File: config.mk
export PLATFORM = sky130hd
export DESIGN_NAME = quantized_matrix_vector_multiply
export DESIGN_NICKNAME = d
export VERILOG_FILES = /design/src/qmv_pkg.sv /design/src/qmv_front.sv /design/src/qmv_back.sv /design/src/qmv_out_queue.sv /design/src/quantized_matrix_vector_multiply.sv
export SDC_FILE = /design/constraint.sdc
export NUM_CORES = 1
export LEC_CHECK = 0
export ABC_AREA = 1
export BUFFER_PORTS_ARGS = -buffer_cell sky130_fd_sc_hd__buf_2
export CORE_UTILIZATION = 55
export DETAILED_ROUTE_END_ITERATION = 6
export PLACE_DENSITY = 0.8
export SLEW_MARGIN = 15
export SYNTH_ARGS = -nofsm -noshare
export SYNTH_HDL_FRONTEND = slang
export SYNTH_SLANG_ARGS = --single-unit
File: constraint.sdc
create_clock -name clk -period 9.5 [get_ports clk]
set_input_delay 1.425 -clock clk [delete_from_list [all_inputs] [get_ports clk]]
set_output_delay 1.425 -clock clk [all_outputs]
set_load 0.02 [all_outputs]
File: src/qmv_pkg.sv
// qmv_pkg: shared constants, types and codes for the quantized
// matrix-vector multiply block. No dependencies.
package qmv_pkg;

    localparam int VEC_LEN     = 64;
    localparam int ROWS        = 64;
    localparam int STORE_DEPTH = 64;

    localparam int COL_W     = 6;
    localparam int CODE_W    = 7;
    localparam int ACT_W     = 8;
    localparam int ZP_W      = 8;
    localparam int DIFF_W    = 9;
    localparam int PROD_W    = 2 * DIFF_W;
    localparam int SUM_W     = 16;
    localparam int ROW_IDX_W = 6;
    localparam int ROW_W     = (ROWS > 1) ? $clog2(ROWS) : 1;

    // command queue between front and back
    localparam int CMDQ_DEPTH = 4;
    localparam int CMDQ_PTR_W = $clog2(CMDQ_DEPTH);
    localparam int CMDQ_CNT_W = $clog2(CMDQ_DEPTH + 1);

    // result queue
    localparam int OUTQ_DEPTH = 4;
    localparam int OUTQ_PTR_W = $clog2(OUTQ_DEPTH);
    localparam int OUTQ_CNT_W = $clog2(OUTQ_DEPTH + 1);

    // configuration port
    localparam int APB_ADDR_W = 3;
    localparam int APB_DATA_W = 32;
    localparam logic REG_ACT_ZP    = 1'b0;
    localparam logic REG_WEIGHT_ZP = 1'b1;

    typedef enum logic [1:0] {
        OP_LOAD,
        OP_MAC,
        OP_MAC_LAST
    } op_t;

    typedef struct packed {
        op_t               op;
        logic [COL_W-1:0]  column;
        logic [CODE_W-1:0] code;
    } cmd_t;

    typedef struct packed {
        logic [ROW_IDX_W-1:0]    row_index;
        logic signed [SUM_W-1:0] dot_sum;
    } res_t;

endpackage

File: src/qmv_front.sv
// qmv_front: takes input items, classifies them into load / MAC / row-closing
// MAC commands, drops out-of-range columns, and queues them for the back end.
// Depends on qmv_pkg.
module qmv_front
    import qmv_pkg::*;
(
    input  logic              clk,
    input  logic              rst_n,
    input  logic              push,
    input  logic              cmd,
    input  logic [COL_W-1:0]  column,
    input  logic [CODE_W-1:0] code,
    output logic              full,
    output logic              cmd_valid,
    output cmd_t              cmd_head,
    input  logic              cmd_take
);

    cmd_t                  q_reg [CMDQ_DEPTH];
    logic [CMDQ_PTR_W-1:0] wr_ptr_reg, wr_ptr_next;
    logic [CMDQ_PTR_W-1:0] rd_ptr_reg, rd_ptr_next;
    logic [CMDQ_CNT_W-1:0] count_reg, count_next;
    logic                  accept;
    logic                  col_ok;
    logic                  enq;
    cmd_t                  cls;

    assign full      = (count_reg == CMDQ_CNT_W'(CMDQ_DEPTH));
    assign cmd_valid = (count_reg != '0);
    assign cmd_head  = q_reg[rd_ptr_reg];
    assign accept    = push && !full;
    assign col_ok    = (32'(column) < VEC_LEN);
    assign enq       = accept && col_ok;

    always_comb
    begin
        cls.column = column;
        cls.code   = code;
        if (!cmd)
        begin
            cls.op = OP_LOAD;
        end
        else if (32'(column) == VEC_LEN - 1)
        begin
            cls.op = OP_MAC_LAST;
        end
        else
        begin
            cls.op = OP_MAC;
        end
    end

    always_comb
    begin
        wr_ptr_next = enq ? wr_ptr_reg + 1'b1 : wr_ptr_reg;
        rd_ptr_next = cmd_take ? rd_ptr_reg + 1'b1 : rd_ptr_reg;
        count_next  = count_reg + CMDQ_CNT_W'(enq) - CMDQ_CNT_W'(cmd_take);
    end

    always_ff @(posedge clk or negedge rst_n)
    begin
        if (!rst_n)
        begin
            wr_ptr_reg <= '0;
            rd_ptr_reg <= '0;
            count_reg  <= '0;
        end
        else
        begin
            wr_ptr_reg <= wr_ptr_next;
            rd_ptr_reg <= rd_ptr_next;
            count_reg  <= count_next;
        end
    end

    always_ff @(posedge clk)
    begin
        if (enq)
        begin
            q_reg[wr_ptr_reg] <= cls;
        end
    end

endmodule

File: src/qmv_back.sv
// qmv_back: activation store and three-stage multiply-accumulate pipeline.
// Issues a command only when the result queue has room for it.
// Depends on qmv_pkg.
module qmv_back
    import qmv_pkg::*;
(
    input  logic                  clk,
    input  logic                  rst_n,
    input  logic                  cmd_valid,
    input  cmd_t                  cmd_head,
    output logic                  cmd_take,
    input  logic [ZP_W-1:0]       act_zp,
    input  logic [ZP_W-1:0]       wgt_zp,
    input  logic [OUTQ_CNT_W-1:0] outq_count,
    output logic                  res_push,
    output res_t                  res
);

    logic [ACT_W-1:0] store_mem [STORE_DEPTH];

    // stage 1: store read, weight offset applied
    logic                     s1_valid_reg;
    logic                     s1_last_reg;
    logic [ACT_W-1:0]         s1_act_reg;
    logic signed [DIFF_W-1:0] s1_wdiff_reg;
    // stage 2: product
    logic                     s2_valid_reg;
    logic                     s2_last_reg;
    logic signed [PROD_W-1:0] s2_prod_reg;
    // stage 3: accumulator and row counter
    logic [SUM_W-1:0]         acc_reg, acc_next;
    logic [ROW_W-1:0]         row_reg, row_next;
    logic [SUM_W-1:0]         acc_sum;

    logic                     is_mac;
    logic [OUTQ_CNT_W+1:0]    pending;
    logic signed [DIFF_W-1:0] wdiff;
    logic signed [DIFF_W-1:0] adiff;

    // results in the queue plus those owed to it by row-closing items still in the pipe
    assign pending  = (OUTQ_CNT_W+2)'(outq_count)
                    + (OUTQ_CNT_W+2)'(s1_valid_reg && s1_last_reg)
                    + (OUTQ_CNT_W+2)'(s2_valid_reg && s2_last_reg);
    assign cmd_take = cmd_valid && (pending < (OUTQ_CNT_W+2)'(OUTQ_DEPTH));
    assign is_mac   = (cmd_head.op == OP_MAC) || (cmd_head.op == OP_MAC_LAST);

    assign wdiff = $signed({2'b00, cmd_head.code}) - $signed({wgt_zp[ZP_W-1], wgt_zp});
    assign adiff = $signed({1'b0, s1_act_reg}) - $signed({act_zp[ZP_W-1], act_zp});

    always_ff @(posedge clk)
    begin
        if (cmd_take && cmd_head.op == OP_LOAD)
        begin
            store_mem[cmd_head.column] <= ACT_W'(cmd_head.code);
        end
        if (cmd_take && is_mac)
        begin
            s1_act_reg   <= store_mem[cmd_head.column];
            s1_wdiff_reg <= wdiff;
        end
        s2_prod_reg <= adiff * s1_wdiff_reg;
    end

    assign acc_sum = acc_reg + s2_prod_reg[SUM_W-1:0];

    always_comb
    begin
        acc_next = acc_reg;
        row_next = row_reg;
        res_push = 1'b0;
        if (s2_valid_reg)
        begin
            if (s2_last_reg)
            begin
                res_push = 1'b1;
                acc_next = '0;
                if (32'(row_reg) >= ROWS - 1)
                begin
                    row_next = '0;
                end
                else
                begin
                    row_next = row_reg + 1'b1;
                end
            end
            else
            begin
                acc_next = acc_sum;
            end
        end
    end

    assign res.row_index = ROW_IDX_W'(32'(row_reg));
    assign res.dot_sum   = acc_sum;

    always_ff @(posedge clk or negedge rst_n)
    begin
        if (!rst_n)
        begin
            s1_valid_reg <= 1'b0;
            s1_last_reg  <= 1'b0;
            s2_valid_reg <= 1'b0;
            s2_last_reg  <= 1'b0;
            acc_reg      <= '0;
            row_reg      <= '0;
        end
        else
        begin
            s1_valid_reg <= cmd_take && is_mac;
            s1_last_reg  <= (cmd_head.op == OP_MAC_LAST);
            s2_valid_reg <= s1_valid_reg;
            s2_last_reg  <= s1_last_reg;
            acc_reg      <= acc_next;
            row_reg      <= row_next;
        end
    end

endmodule

File: src/qmv_out_queue.sv
// qmv_out_queue: small result queue feeding the pop side.
// Depends on qmv_pkg.
module qmv_out_queue
    import qmv_pkg::*;
(
    input  logic                  clk,
    input  logic                  rst_n,
    input  logic                  res_push,
    input  res_t                  res,
    input  logic                  pop,
    output logic                  empty,
    output res_t                  head,
    output logic [OUTQ_CNT_W-1:0] count
);

    res_t                  q_reg [OUTQ_DEPTH];
    logic [OUTQ_PTR_W-1:0] wr_ptr_reg, wr_ptr_next;
    logic [OUTQ_PTR_W-1:0] rd_ptr_reg, rd_ptr_next;
    logic [OUTQ_CNT_W-1:0] count_reg, count_next;
    logic                  deq;

    assign empty = (count_reg == '0);
    assign head  = q_reg[rd_ptr_reg];
    assign count = count_reg;
    assign deq   = pop && !empty;

    always_comb
    begin
        wr_ptr_next = res_push ? wr_ptr_reg + 1'b1 : wr_ptr_reg;
        rd_ptr_next = deq ? rd_ptr_reg + 1'b1 : rd_ptr_reg;
        count_next  = count_reg + OUTQ_CNT_W'(res_push) - OUTQ_CNT_W'(deq);
    end

    always_ff @(posedge clk or negedge rst_n)
    begin
        if (!rst_n)
        begin
            wr_ptr_reg <= '0;
            rd_ptr_reg <= '0;
            count_reg  <= '0;
        end
        else
        begin
            wr_ptr_reg <= wr_ptr_next;
            rd_ptr_reg <= rd_ptr_next;
            count_reg  <= count_next;
        end
    end

    always_ff @(posedge clk)
    begin
        if (res_push)
        begin
            q_reg[wr_ptr_reg] <= res;
        end
    end

endmodule

File: src/quantized_matrix_vector_multiply.sv
// quantized_matrix_vector_multiply: top level. Zero-point registers on an
// APB-style port, front classifier/queue, MAC back end, result queue.
// Depends on qmv_pkg, qmv_front, qmv_back, qmv_out_queue.
//
//   channel   handshake                    payload
//   -------   --------------------------   -------------------------------
//   input     push / full                  cmd, column, code
//   result    pop / empty                  row_index, dot_sum
//   config    psel penable pwrite pready   paddr, pwdata, prdata
//
// One item per cycle sustained while the result side keeps popping. In an idle
// block the closing weight item goes into the front queue on its accepting edge,
// then passes store read, multiply, and accumulate into the result queue in
// turn, after which empty goes low.
// The front queue holds four items, the result queue four results; the
// back end issues only when the result queue can absorb every row-closing
// item in flight, so a stalled pop side backs up into full.
// Reset clears queues, accumulator and row counter; the activation store is
// not cleared and holds garbage until loaded.
module quantized_matrix_vector_multiply
    import qmv_pkg::*;
(
    input  logic                        clk,
    input  logic                        rst_n,
    // input items
    input  logic                        push,
    output logic                        full,
    input  logic                        cmd,
    input  logic [COL_W-1:0]            column,
    input  logic [CODE_W-1:0]           code,
    // result items
    output logic                        empty,
    input  logic                        pop,
    output logic [ROW_IDX_W-1:0]        row_index,
    output logic signed [SUM_W-1:0]     dot_sum,
    // configuration
    input  logic                        psel,
    input  logic                        penable,
    input  logic                        pwrite,
    input  logic [APB_ADDR_W-1:0]       paddr,
    input  logic [APB_DATA_W-1:0]       pwdata,
    output logic [APB_DATA_W-1:0]       prdata,
    output logic                        pready
);

    logic [ZP_W-1:0]       act_zp_reg;
    logic [ZP_W-1:0]       wgt_zp_reg;
    logic                  cfg_wr;

    logic                  cmd_valid;
    cmd_t                  cmd_head;
    logic                  cmd_take;
    logic                  res_push;
    res_t                  res;
    res_t                  head;
    logic [OUTQ_CNT_W-1:0] outq_count;

    // ---- configuration registers: index is the word address bit ----
    assign pready = 1'b1;
    assign cfg_wr = psel && penable && pwrite && pready;

    always_ff @(posedge clk or negedge rst_n)
    begin
        if (!rst_n)
        begin
            act_zp_reg <= '0;
            wgt_zp_reg <= '0;
        end
        else if (cfg_wr)
        begin
            unique case (paddr[2])
                REG_ACT_ZP:    act_zp_reg <= pwdata[ZP_W-1:0];
                REG_WEIGHT_ZP: wgt_zp_reg <= pwdata[ZP_W-1:0];
                default:       act_zp_reg <= act_zp_reg;
            endcase
        end
    end

    always_comb
    begin
        unique case (paddr[2])
            REG_ACT_ZP:    prdata = APB_DATA_W'(act_zp_reg);
            REG_WEIGHT_ZP: prdata = APB_DATA_W'(wgt_zp_reg);
            default:       prdata = '0;
        endcase
    end

    // ---- front: accept, classify, queue ----
    qmv_front u_front (
        .clk       (clk),
        .rst_n     (rst_n),
        .push      (push),
        .cmd       (cmd),
        .column    (column),
        .code      (code),
        .full      (full),
        .cmd_valid (cmd_valid),
        .cmd_head  (cmd_head),
        .cmd_take  (cmd_take)
    );

    // ---- back: store and MAC pipe ----
    qmv_back u_back (
        .clk        (clk),
        .rst_n      (rst_n),
        .cmd_valid  (cmd_valid),
        .cmd_head   (cmd_head),
        .cmd_take   (cmd_take),
        .act_zp     (act_zp_reg),
        .wgt_zp     (wgt_zp_reg),
        .outq_count (outq_count),
        .res_push   (res_push),
        .res        (res)
    );

    // ---- result queue ----
    qmv_out_queue u_outq (
        .clk      (clk),
        .rst_n    (rst_n),
        .res_push (res_push),
        .res      (res),
        .pop      (pop),
        .empty    (empty),
        .head     (head),
        .count    (outq_count)
    );

    assign row_index = head.row_index;
    assign dot_sum   = head.dot_sum;

    // ---- checks ----
    // credit scheme must keep the result queue from overflowing
    a_outq_no_overflow: assert property (@(posedge clk) disable iff (!rst_n)
        !(res_push && outq_count == OUTQ_CNT_W'(OUTQ_DEPTH) && !(pop && !empty)))
        else $error("result queue overflow");

    // back end never takes from an empty command queue
    a_take_needs_valid: assert property (@(posedge clk) disable iff (!rst_n)
        cmd_take |-> cmd_valid)
        else $error("command taken from empty queue");

    // a row-closing MAC produces a result once it has passed stages 1 and 2
    a_close_pushes: assert property (@(posedge clk) disable iff (!rst_n)
        (cmd_take && cmd_head.op == OP_MAC_LAST) |=> ##1 res_push)
        else $error("row-closing item produced no result");

    // a result push comes only from a row-closing command
    a_push_from_close: assert property (@(posedge clk) disable iff (!rst_n)
        res_push |-> $past(cmd_take && cmd_head.op == OP_MAC_LAST, 2))
        else $error("spurious result push");

endmodule

* After elaboration in Yosys (flattened, before gate mapping)
Memory sizes are Yosys's and may differ from the RTL's. A register that Yosys moved wholly into a read port is not among the register bits.
Index checks and enable logic that the tools add are counted.
** Cells by class
- Multiply operators :: 1
- Bitwise gates (word level) :: 1
- Magnitude comparators :: 2
- Mux-type cells :: 13
- Equal/unequal tests :: 4
- $add $sub $neg :: 14
- Reduce and logical (&&, ||, !) cells :: 18
** Operators by type and width (count)
- case mux 32 bit (2 select lines) :: 1
- adder 16 bit :: 1
- multiplier 9 x 9 -> 16 bit :: 1
- two-way mux 16 bit :: 1
- logical AND 1 bit :: 9
- subtractor 8 x 8 -> 9 bit :: 1
- subtractor 9 x 8 -> 9 bit :: 1
- adder 2 x 1 -> 2 bit, second input constant :: 4
- two-way mux 1 bit :: 8
- adder 3 x 1 -> 3 bit :: 2
- adder 6 x 1 -> 6 bit, second input constant :: 1
- equality test 6 bit, second input constant :: 1
- greater-or-equal comparator 6 bit, second input constant :: 1
- two-way mux 6 bit :: 1
- AND reduction 2 bit :: 3
- subtractor 3 x 1 -> 3 bit :: 2
- adder 5 x 1 -> 5 bit :: 1
- < comparator 5 x 3 -> 1 bit, second input constant :: 1
- adder 3 x 1 -> 4 bit :: 1
- two-way mux 2 bit :: 2
- equality test 3 bit, second input constant :: 1
- zero test 3 bit :: 1
- nonzero test 3 bit :: 1
- equality test 2 x 1 -> 1 bit, second input constant :: 1
- other kinds (5) :: 6
** Storage, ports and cells
- Bits in registers :: 89
- RAM bits :: 596
- Output and inout bits :: 57
- Memories :: 3
** Memory list
- u_back.store_mem :: depth 64, bits a word 7, rd ports 1, clocked after Yosys merged registers in 1, wr ports 1, line qmv_back.sv:19 : logic [ACT_W-1:0] store_mem [STORE_DEPTH];
- u_outq.q_reg :: depth 4, bits a word 22, rd ports 1, clocked after Yosys merged registers in 0, wr ports 1, line qmv_out_queue.sv:16 : res_t q_reg [OUTQ_DEPTH];
- u_front.q_reg :: depth 4, bits a word 15, rd ports 1, clocked after Yosys merged registers in 0, wr ports 1, line qmv_front.sv:19 : cmd_t q_reg [CMDQ_DEPTH];

* Logic depth before layout (Yosys ltp)
- Depth in word-level cells :: 8
- Depth in mapped cells :: 29
- Mapped depth without buffers :: 29

* Modules after synthesis
From an unflattened synthesis, not the netlist that was laid out.
** Unflattened totals
- Cell total of the unflattened synthesis :: 2657
- Area, all modules :: 30833.3 um2
** Modules (own cells, without submodules)
- qmv_back :: cells an instance 1965, area an instance 23060.9 um2, sequential area each 14904.3 um2, instances 1
- qmv_out_queue :: cells an instance 332, area an instance 3920.0 um2, sequential area each 2817.7 um2, instances 1
- qmv_front :: cells an instance 235, area an instance 2902.8 um2, sequential area each 1976.9 um2, instances 1
- quantized_matrix_vector_multiply :: cells an instance 125, area an instance 949.7 um2, sequential area each 400.4 um2, instances 1

* Least setup slack after synthesis
No wires, ideal clock.
- Path kind :: register -> register
- Start :: register act_zp_reg[0]
- End :: register u_back.s2_prod_reg[15]
- Required time :: 9.388 ns
- Period minus slack after synthesis :: 5.482 ns
- Path slack :: 4.018 ns
- Data arrival time :: 5.370 ns
- Stages on the path, launching flop included :: 25
- Setup time :: 0.112 ns
- Cells stage by stage :: dfrtp_1 -> ha_1 -> fa_1 -> nand3b_1 -> nand2_1 -> a31oi_1 -> or2_2 -> nand2_1 -> inv_1 -> nand2_1 -> fa_1 -> inv_1 -> fa_1 -> fa_1 -> fa_1 -> fa_1 -> ha_1 -> inv_1 -> nor3_1 -> nand3_1 -> nand4_1 -> xor2_1 -> inv_1 -> nand2_1 -> nand2_1
** On the way
- Cells in the longest elaborated chain, start to end :: 2
** RTL lines
- start: declaration :: line quantized_matrix_vector_multiply.sv:46 : logic [ZP_W-1:0] act_zp_reg;
- start signal: assignment :: line quantized_matrix_vector_multiply.sv:72 : REG_ACT_ZP: act_zp_reg <= pwdata[ZP_W-1:0];
- start signal: assignment :: line quantized_matrix_vector_multiply.sv:74 : default: act_zp_reg <= act_zp_reg;
- subtractor 9 x 8 -> 9 bit :: line qmv_back.sv:48 : assign adiff = $signed({1'b0, s1_act_reg}) - $signed({act_zp[ZP_W-1], act_zp});
- multiplier 9 x 9 -> 16 bit :: line qmv_back.sv:61 : s2_prod_reg <= adiff * s1_wdiff_reg;
- end signal: assignment :: line qmv_back.sv:61
- end: declaration :: line qmv_back.sv:29 : logic signed [PROD_W-1:0] s2_prod_reg;
Every way passes these cells.
A chain may end at the register's enable or synchronous reset.

* Worst setup path after layout
Same ends and word-level chain as after synthesis.

==> run summary <==
status: finished clean
Area growth, synth to finish: 9.26%
post-CTS sizing: 0
most frequent cells in the layout: 1272 x nand2_1, 612 x edfxtp_1, 256 x nand3_1
vias in the first global route: 21800
cell family with most CP delay: adder cells
Max-Cap Viols: 0
crit path kind: reg -> reg
Die H: 246 µm
final wirelength: 72100 µm
RSZ-0062 raised after global routing: false
post-synth top area share: 0.559
Required @ worst endpoint: 10010 ps
Post-CTS Hold Fix Bufs: 0
CP endpoint kind: flip-flop
Mapped Cells: 3239
postcts setup bufs: 0
Die ar.: 60700 µm²
remaining antenna violation count: 0
CTS tree: done
I/O pins: 113
WL per Instance: 17.7 µm
GPL Wtd Cong: 0.922
f_max: 167 MHz
Die X-Extent: 246 µm
CTS Sinks: 684
n_diodes: 0
count of final setup violators: 0
GR Overflow Total: 0
synthesized area: 32900 µm²
Hold Path Class: reg -> reg
Num CTS Buffers: 69
clk buf depth: 3
layout cell share with drive strength beyond 1: 0.0678
worst hold slack: 403 ps
Slowest cell on crit path: fa_1
Final #Nets: 3465
initial antenna violation count: 0
max reg flops: 448
min Tclk post-route: 6000 ps
gr usage total: 0.242
drt drc: 0
reg-to-reg slack, setup: 3500 ps
leading cell type in the layout, fill and taps excluded: nand2_1
setup TNS: 0 ps
CP Max Fanout: 6
clock root buffer: clkbuf_16
relative slew slack: 0.155
First DRT Iteration DRCs: 2129
Slew Viols, Final: 0
Avg Inst Size Synth: 10.1 µm²
PortBufs: 61
Synth area leader: edfxtp_1
Synth cell types: 50
initial core utilization: 0.557
Detail Placement HPWL: 41800 µm
sum of buffers and inverters on the critical path: 4
FFs w/ async S/R, synth: 0.0819
Worst-Skew Late Latency: 620 ps
H-tree Lvls: 3
post-synthesis sequential area ratio: 0.611
largest cells by area after synthesis: edfxtp_1 56%, nand2_1 15%, dfrtp_1 4.3%
Worst setup SP type: flip-flop
final hold violation count: 0
Least-Margin Pin Slew: 1260 ps
Clock Skews: 20.3 ps
Top FF cell, synth: edfxtp_1
delay of the slowest cell on the worst path: 560 ps
maximum number of pins on one net before global-route repair: 172
Placeable Area: 59000 µm²
#FFs+latches synth: 684
synth warn: 0
first-pass GRT wire length: 114000 µm
vias per cell: 5.53
routed via count: 22600
most used cell, CP: fa_1
Row Count: 89
drt first pass iters: 6
register clock-pin slew on the reported worst setup and hold paths: 70 ps
final period utilization: 0.632
cells along the critical path: ha_1 -> fa_1 -> nand3b_1 -> nand2_1 -> a31oi_1 -> or2_2 -> nand2_1 -> inv_1 -> nand2_1 -> fa_1 -> inv_1 -> fa_1 -> fa_1 -> fa_1 -> fa_1 -> ha_1 -> inv_1 -> nor3_1 -> nand3_1 -> nand4_1 -> xor2_1 -> inv_1 -> nand2_1 -> nand2_1
EDFF count, synth: 612
WP data arrival: 6510 ps
==> synth_stat cells (2+ instances only) <==
cell type,number
a21o_1,4
a21oi_1,41
a22o_1,3
a32oi_1,3
and2_1,4
and3_1,4
buf_1,5
buf_2,47
buf_4,38
buf_6,14
clkbuf_1,61
conb_1,2
dfrtp_1,56
dfxtp_1,16
edfxtp_1,612
fa_1,64
ha_1,85
inv_1,205
inv_2,8
nand2_1,1272
nand2_2,3
nand3_1,257
nand3b_1,4
nand4_1,9
nor2_1,196
nor2_2,5
nor2_4,2
nor3_1,13
nor3b_1,2
o21ai_0,106
o21bai_1,3
o22ai_1,27
o31ai_1,4
or2_2,3
xnor2_1,11
xor2_1,36
==> routing by layer <==
metal  share of wire  GRT usage  vias to the layer above
li1                -          -                    10700
met5               0          0                        -
met1            0.40      0.318                    10700
met2            0.48      0.399                      982
met4           0.036     0.0982                        0
met3           0.083     0.0427                      180
==> final cells by class <==
| type | count | area (µm²) |
|---|---|---|
| Tap cell | 773 | 967 |
| Clock buffer | 89 | 1840 |
| Timing Repair Buffer | 92 | 563 |
| Fill cell | 4546 | 23100 |
| Multi-Input combinational cell | 2198 | 11300 |
| Sequential cell | 684 | 20100 |
| Clock inverter | 28 | 348 |
| Inverter | 215 | 808 |
==> final timing paths <==
kind / startpoint / to / depth (start not counted)
worst max-delay path: act_zp_reg[0]$_DFFE_PN0P_ / u_back.s2_prod_reg[15]$_DFF_P_ / 24
worst min-delay path: u_back.s1_valid_reg$_DFF_PN0_ / u_back.s2_valid_reg$_DFF_PN0_ / 0
worst max register to register: act_zp_reg[0]$_DFFE_PN0P_ / u_back.s2_prod_reg[15]$_DFF_P_ / 24
worst min register to register: u_back.s1_valid_reg$_DFF_PN0_ / u_back.s2_valid_reg$_DFF_PN0_ / 0
max in group asynchronous: rst_n / wgt_zp_reg[1]$_DFFE_PN0P_ / 2
min in group asynchronous: rst_n / u_back.acc_reg[7]$_DFFE_PN0P_ / 2
==> cell families after synthesis <==
kind of cell               Yosys count  share of synthesized area
and+or+nand+nor                   1778                      0.217
buffers and inverters              380                     0.0528
DFF                                684                      0.611
adders and majority gates          149                     0.0713
other                                2                   0.000228
xor gates and xnor gates            47                     0.0125
AOI/OAI and AO/OA                  199                     0.0344
==> per-stage QoR <==
| step | utilization | instances | instance area (µm²) | setup slack, ps |
|---|---|---|---|---|
| floorplan | - | 3262 | 33000 | 4020 |
| global placement | 0.571 | 3962 | 33700 | 3580 |
| detailed placement | 0.571 | 3962 | 33700 | 3510 |
| CTS | 0.609 | 4079 | 35900 | 3490 |
| global route | 0.609 | 4079 | 35900 | 3110 |
| finish | 0.609 | 4079 | 35900 | 3500 |
Power is left out: the tool's default activity adds up to more than one toggle a clock period on the data nets, which glitch-free logic cannot reach.
